[src/hdl/ats_pkg.sv]
// ----------------------------------------------------------------------------
// ats_pkg
// Shared types and constants of the tiled affine texture sampler.
// ----------------------------------------------------------------------------
package ats_pkg;

    localparam int ACC_W     = 48;   // coordinate accumulator width
    localparam int FRAC_W    = 16;   // fraction bits of the coordinates
    localparam int COEF_W    = 32;   // matrix coefficient width
    localparam int DIM_W     = 8;    // texel column or row width
    localparam int ADDR_W    = 2 * DIM_W;
    localparam int SIZE_W    = DIM_W + 1;
    localparam int MOD_W     = DIM_W + 2;
    localparam int DVD_W     = 32;   // magnitude of a rounded coordinate
    localparam int RADIX_W   = 4;    // quotient bits per divider cycle
    localparam int DIV_CYC   = DVD_W / RADIX_W;
    localparam int DCNT_W    = $clog2(DIV_CYC);
    localparam int CNT_W     = 7;
    localparam int SPAN_MAX  = 64;
    localparam int TEXEL_W   = 32;
    localparam int IN_W      = 88;
    localparam int CFG_W     = 32;
    localparam int CIDX_W    = 3;

    typedef enum logic [CIDX_W-1:0] {
        CFG_M_XX   = 3'd0,
        CFG_M_YX   = 3'd1,
        CFG_M_XY   = 3'd2,
        CFG_M_YY   = 3'd3,
        CFG_M_TX   = 3'd4,
        CFG_M_TY   = 3'd5,
        CFG_TILE   = 3'd6,
        CFG_SIZE   = 3'd7
    } t_cfg_idx;

    typedef enum logic [1:0] {
        TILE_CLAMP  = 2'd0,
        TILE_REPEAT = 2'd1,
        TILE_MIRROR = 2'd2,
        TILE_SPARE  = 2'd3
    } t_tile;

    typedef enum logic {
        OP_LOAD = 1'b0,
        OP_SPAN = 1'b1
    } t_op;

    typedef enum logic [2:0] {
        ST_IDLE,
        ST_MUL,
        ST_SUM,
        ST_PREP,
        ST_DIV,
        ST_FETCH,
        ST_PUSH
    } t_state;

    typedef struct packed {
        logic load;
        logic latch;
        logic mul;
        logic sum;
        logic prep;
        logic div;
        logic fetch;
        logic push;
    } t_cmd;

    typedef struct packed {
        logic last;
        logic out_blocked;
    } t_sts;

endpackage

[src/hdl/ats_ctrl.sv]
// ----------------------------------------------------------------------------
// ats_ctrl
// Sequencer: texel loads, span set-up, per-pixel divide, fetch and push.
// ----------------------------------------------------------------------------
module ats_ctrl (
    input  logic           i_clk,
    input  logic           i_rst_n,
    input  logic           i_valid,
    input  logic           i_opcode,
    input  logic           i_count_nz,
    input  ats_pkg::t_sts  i_sts,
    output logic           o_ready,
    output ats_pkg::t_cmd  o_cmd
);

    ats_pkg::t_state r_state, n_state;
    logic [ats_pkg::DCNT_W-1:0] r_cnt, n_cnt;

    always_ff @(posedge i_clk) begin
        if (!i_rst_n) begin
            r_state <= ats_pkg::ST_IDLE;
            r_cnt   <= '0;
        end else begin
            r_state <= n_state;
            r_cnt   <= n_cnt;
        end
    end

    always_comb begin
        n_state = r_state;
        n_cnt   = r_cnt;
        o_cmd   = '0;
        o_ready = 1'b0;
        unique case (r_state)
            ats_pkg::ST_IDLE: begin
                o_ready = 1'b1;
                if (i_valid) begin
                    if (i_opcode == ats_pkg::OP_LOAD) begin
                        o_cmd.load = 1'b1;
                    end else if (i_count_nz) begin
                        o_cmd.latch = 1'b1;
                        n_state     = ats_pkg::ST_MUL;
                    end
                end
            end
            ats_pkg::ST_MUL: begin
                o_cmd.mul = 1'b1;
                n_state   = ats_pkg::ST_SUM;
            end
            ats_pkg::ST_SUM: begin
                o_cmd.sum = 1'b1;
                n_state   = ats_pkg::ST_PREP;
            end
            ats_pkg::ST_PREP: begin
                o_cmd.prep = 1'b1;
                n_cnt      = '0;
                n_state    = ats_pkg::ST_DIV;
            end
            ats_pkg::ST_DIV: begin
                o_cmd.div = 1'b1;
                n_cnt     = r_cnt + 1'b1;
                if (r_cnt == ats_pkg::DCNT_W'(ats_pkg::DIV_CYC - 1)) begin
                    n_state = ats_pkg::ST_FETCH;
                end
            end
            ats_pkg::ST_FETCH: begin
                o_cmd.fetch = 1'b1;
                n_state     = ats_pkg::ST_PUSH;
            end
            ats_pkg::ST_PUSH: begin
                if (!i_sts.out_blocked) begin
                    o_cmd.push = 1'b1;
                    n_state    = i_sts.last ? ats_pkg::ST_IDLE : ats_pkg::ST_PREP;
                end
            end
            default: n_state = ats_pkg::ST_IDLE;
        endcase
    end

endmodule

[config.mk]
export PLATFORM = sky130hd
export DESIGN_NAME = ats_ctrl
export DESIGN_NICKNAME = d
export VERILOG_FILES = /design/src/hdl/ats_pkg.sv /design/src/hdl/ats_ctrl.sv
export SDC_FILE = /design/constraint.sdc
export NUM_CORES = 1
export LEC_CHECK = 0
export BUFFER_PORTS_ARGS = -buffer_cell sky130_fd_sc_hd__buf_2
export CAP_MARGIN = 25
export CORE_AREA = 2 2 39 41
export CTS_BUF_LIST = sky130_fd_sc_hd__clkbuf_8
export DETAILED_ROUTE_END_ITERATION = 8
export DIE_AREA = 0 0 41 43
export PLACE_DENSITY = 0.6
export RECOVER_POWER = 100
export SLEW_MARGIN = 40
export SYNTH_ARGS = -nofsm -noshare
export SYNTH_HDL_FRONTEND = slang
export SYNTH_SLANG_ARGS = --single-unit
export TNS_END_PERCENT = 20
[constraint.sdc]
create_clock -name i_clk -period 1.3 [get_ports i_clk]
set_input_delay 0.065 -clock i_clk [delete_from_list [all_inputs] [get_ports i_clk]]
set_output_delay 0.065 -clock i_clk [all_outputs]
set_load 0.005 [all_outputs]
## After elaboration in Yosys (flattened, before gate mapping)

Index checks and enable logic that the tools add are counted.

- Register bits: 6
- Bits of input ports: 7
- Output and inout port bits: 9
- Word-level logic and storage cells: 39

- Add/sub/neg operators: 1
- Eq/ne operators: 12
- Muxes and demuxes: 21
- Reduce and logical (&&, ||, !) cells: 3

Operators with widths:

| cell | count |
|---|---|
| 3-bit case mux with 7 select lines | 1 |
| 3-bit 2-to-1 mux | 5 |
| 3-bit == test (second input constant) | 4 |
| 1-bit 2-to-1 mux | 11 |
| 2-bit inequality test (second input constant) | 5 |
| 3-bit by 2-bit == test with 1-bit output (second input constant) | 2 |
| 2-bit 2-to-1 mux | 3 |
| 3-bit case mux with 2 select lines | 1 |
| 5-bit AND reduction | 1 |
| 3-bit by 1-bit adder with 3-bit output (second input constant) | 1 |
| 3-bit by 1-bit == test with 1-bit output (second input constant) | 1 |
| 3-bit zero test | 1 |
| 2-bit nonzero test | 1 |

## Logic depth before layout (Yosys ltp)

- Word-level depth: 4
- Mapped depth: 4
- Mapped depth without buffers: 4

## Worst setup path before layout

No wires, ideal clock.

- Kind: register -> register
- Start: register r_state[2]
- End: register r_cnt[1] (netlist name)
- Library setup time: 0.122 ns
- Data arrival time: 1.007 ns
- Data required time: 1.178 ns
- Setup slack: 0.171 ns
- Stages on the path, launching flop included: 5
- Buffers on the path: 1
- Clock period less this slack: 1.129 ns
- Cells stage by stage: dfxtp_1 > buf_6 > or3b_1 > o221ai_1 > a21oi_1

- Word-level cells in the longest chain between the ends: 2
- Elaborated cells on any way between the ends: 4
- Classes of those cells: eq/ne: 2; mux: 1; reduce/logical: 1

Ends and longest elaborated chain:

| what | RTL line | RTL |
|---|---|---|
| start, declared | ats_ctrl.sv:16 | `ats_pkg::t_state r_state, n_state;` |
| start signal, assigned | ats_ctrl.sv:21 | `r_state <= ats_pkg::ST_IDLE;` |
| start signal, assigned | ats_ctrl.sv:24 | `r_state <= n_state;` |
| 3-bit == test / 3-bit by 2-bit == test with 1-bit output (equally long branches) | ats_ctrl.sv:34 | `unique case (r_state)` |
| 3-bit case mux with 2 select lines / 2-bit nonzero test (equally long branches) | -- |  |
| end signal, assigned | ats_ctrl.sv:25 | `r_cnt <= n_cnt;` |
| end, declared | ats_ctrl.sv:17 | `logic [ats_pkg::DCNT_W-1:0] r_cnt, n_cnt;` |

Several ways; a longest one is shown, not always the timed one.
A chain may end at the register's enable or synchronous reset.

==> summary.txt <==
Slowest library cell on the worst path: dfxtp_1
Number of global-route vias before repair: 325
Place WS: 0.158 ns
Slew Viols, Final: 0
Cell Pwr Density: 1280 nW/um2
First-pass GRT wire length: 1370 um
Die Height: 43 um
Max frequency: 0.836 GHz
Cell count along the critical path: 4
P_leak: 0.242 nW
# DRC: 0
Critical path endpoint category: output pin
Skew final: 0.00220 ns
DIE AREA: 1760 um2
Crit path max fanout: 13
Clk buf depth: 2
Most common cell after layout, fill and taps aside: buf_2
Hold Path Stages: 2
Worst stage delay on the critical path: 0.31 ns
CP Buf/Inv Count: 2
Post-DP HPWL: 626 um
DR WL/cell: 10.9 um
Worst-skew pair later-pin latency: 0.22 ns
Setup Crit Path Kind: reg2out
Net count, final: 76
CP Data Arrival Time: 1.13 ns
Final ANT Viol Nets: 0
Syn avg cell area: 8.12 um2
Outcome: complete, no violations
DR pass1 iterations: 4
FP Rows: 14
Hold Crit Class: in2reg
Warnings, synthesis: 0
Num ports: 16
Worst Tran Pin Value: 0.215 ns
Root buf cell: clkbuf_8
Rel. slew slack: 85.5%
Required @ worst endpoint: 1.24 ns
Mapped cell area: 382 um2
Setup slack after layout: 0.104 ns
Min cycle time layout: 1.20 ns
GRT Util Overall: 12.0%
Critical path startpoint category: flop
Reg clk slew, reported paths: 0.04 ns
Setup violators final: 0
Vias/cell: 5.05
TritonCTS clock tree: done
Port Buf Inserts: 15
1st-iter DRT viols: 4
Synth cell types: 25
Core Footprint: 1380 um2
Most frequent cells in the layout: 10 x buf_2, 6 x dfxtp_1
Critical path's top delay family: simple AND/OR/NAND/NOR gates
Initial core utilization: 27.6%
Routed via count: 409
Synth Instances: 47
Pin count of the biggest net entering global routing: 14
Post-route setup TNS: 0 ns
CTS buffer count: 3
Final worst-path cycle share: 92.0%
Final WL: 886 um
Share of post-route cells with drive strength above 1: 30.8%
Sequential-to-total area share from yosys stat: 31.5%
Die Span X: 41 um
Initial antenna violation count: 0
Syn nets: 56
Ant. Diodes: 0
Maximum vdd drop: 0.000467 V
CTS Sinks: 6
CP Cell Sequence: buf_6 -> nor3_4 -> and3b_1 -> buf_2
Gpl congestion: 0.728
R2R cell count: 4
Overflow left after global routing: 0
Final hold vios: 0
RSZ-0062 raised after global routing: false
Max-Cap Viols: 0
Area Growth Syn to Fin: 41.3%
H-tree depth: 1
Tot Pwr: 691 uW
#FFs+latches synth: 6
-- per-layer routing --
metal,track usage (%),up-vias,wire length [um]
met5,0,-,0
met4,10.0,0,34
met3,6.28,4,51
met2,13.8,17,368
met1,15.8,178,432
li1,-,210,-
-- worst reg2reg max path: cells and delay by family, from the launching register on --
family	cells	cell delay, ns
fa+ha+maj	2	0.47
compound gates	2	0.24
flops	1	0.33
-- power breakdown --
part           switching, mW  internal (mW)
clock network         0.0818          0.199
registers             0.0102          0.202
logic                  0.103         0.0943
-- registers in the layout, summed over array words and instances, names as in the netlist --
register  flops
r_state       3
r_cnt         3
-- repair_timing --
| action | 4_1_cts | 5_1_grt |
|---|---|---|
| resized for setup | 2 | 4 |
| hold buffers | 0 | 0 |
| setup endpoints to repair | 1 | 2 |
| pin swaps | 0 | 2 |
| setup buffers | 0 | 0 |
-- metrics by stage --
stage / util, % / hold slack (ns) / cells / instance area (um2)
6_report: 39.0 / 0.140 / 81 / 539
5_1_grt: 39.0 / 0.149 / 81 / 539
4_1_cts: 38.3 / 0.140 / 81 / 531
3_5_place_dp: 34.5 / 0.373 / 78 / 478
3_3_place_gp: 34.5 / 0.374 / 78 / 478
2_1_floorplan: - / 0.164 / 47 / 382
-- area by class of cell --
type	count	area [um2]
clock buffer	3	41.3
fill	148	845
inverter	2	7.51
multi-input combinational	36	250
sequential	6	120
tap	16	20.0
timing repair buffer	18	100
-- cells in the mapped netlist --
master / instances / area share (%)
a21boi_0: 1 / 2.0
a21oi_1: 4 / 5.2
a221oi_1: 1 / 2.3
and3_1: 1 / 1.6
and3b_1: 1 / 2.3
buf_2: 1 / 1.3
buf_6: 1 / 3.0
clkbuf_2: 1 / 1.3
dfxtp_1: 6 / 31
ha_1: 2 / 6.6
inv_1: 2 / 2.0
nand2_1: 4 / 3.9
nand2b_1: 4 / 6.6
nand3_1: 1 / 1.3
nand4bb_1: 1 / 3.0
nor2_1: 3 / 3.0
nor2b_1: 2 / 3.3
nor3_1: 1 / 1.3
nor4_1: 1 / 1.6
nor4b_1: 1 / 2.3
o211ai_1: 1 / 2.0
o21a_1: 1 / 2.0
o21ai_0: 3 / 3.9
o221ai_1: 2 / 4.6
or3b_1: 1 / 2.3
-- cells by family after synthesis --
family	synth area share, %
AO/OA/AOI/OAI	22.0
adder cells (fa/ha/maj)	6.56
buffers and inverters	7.54
flip-flops	31.5
AND/OR/NAND/NOR	32.5
-- path summary, 6_finish.rpt --
check,slack (ns),startpoint,end
max reg2reg,0.15,r_cnt[0],r_cnt[2]
max,0.10,r_state[0],o_cmd[7]
min reg2reg,0.47,r_cnt[1],r_cnt[1]
min,0.14,i_rst_n,r_state[2]
No activity file was read; power rests on OpenSTA's default activity.
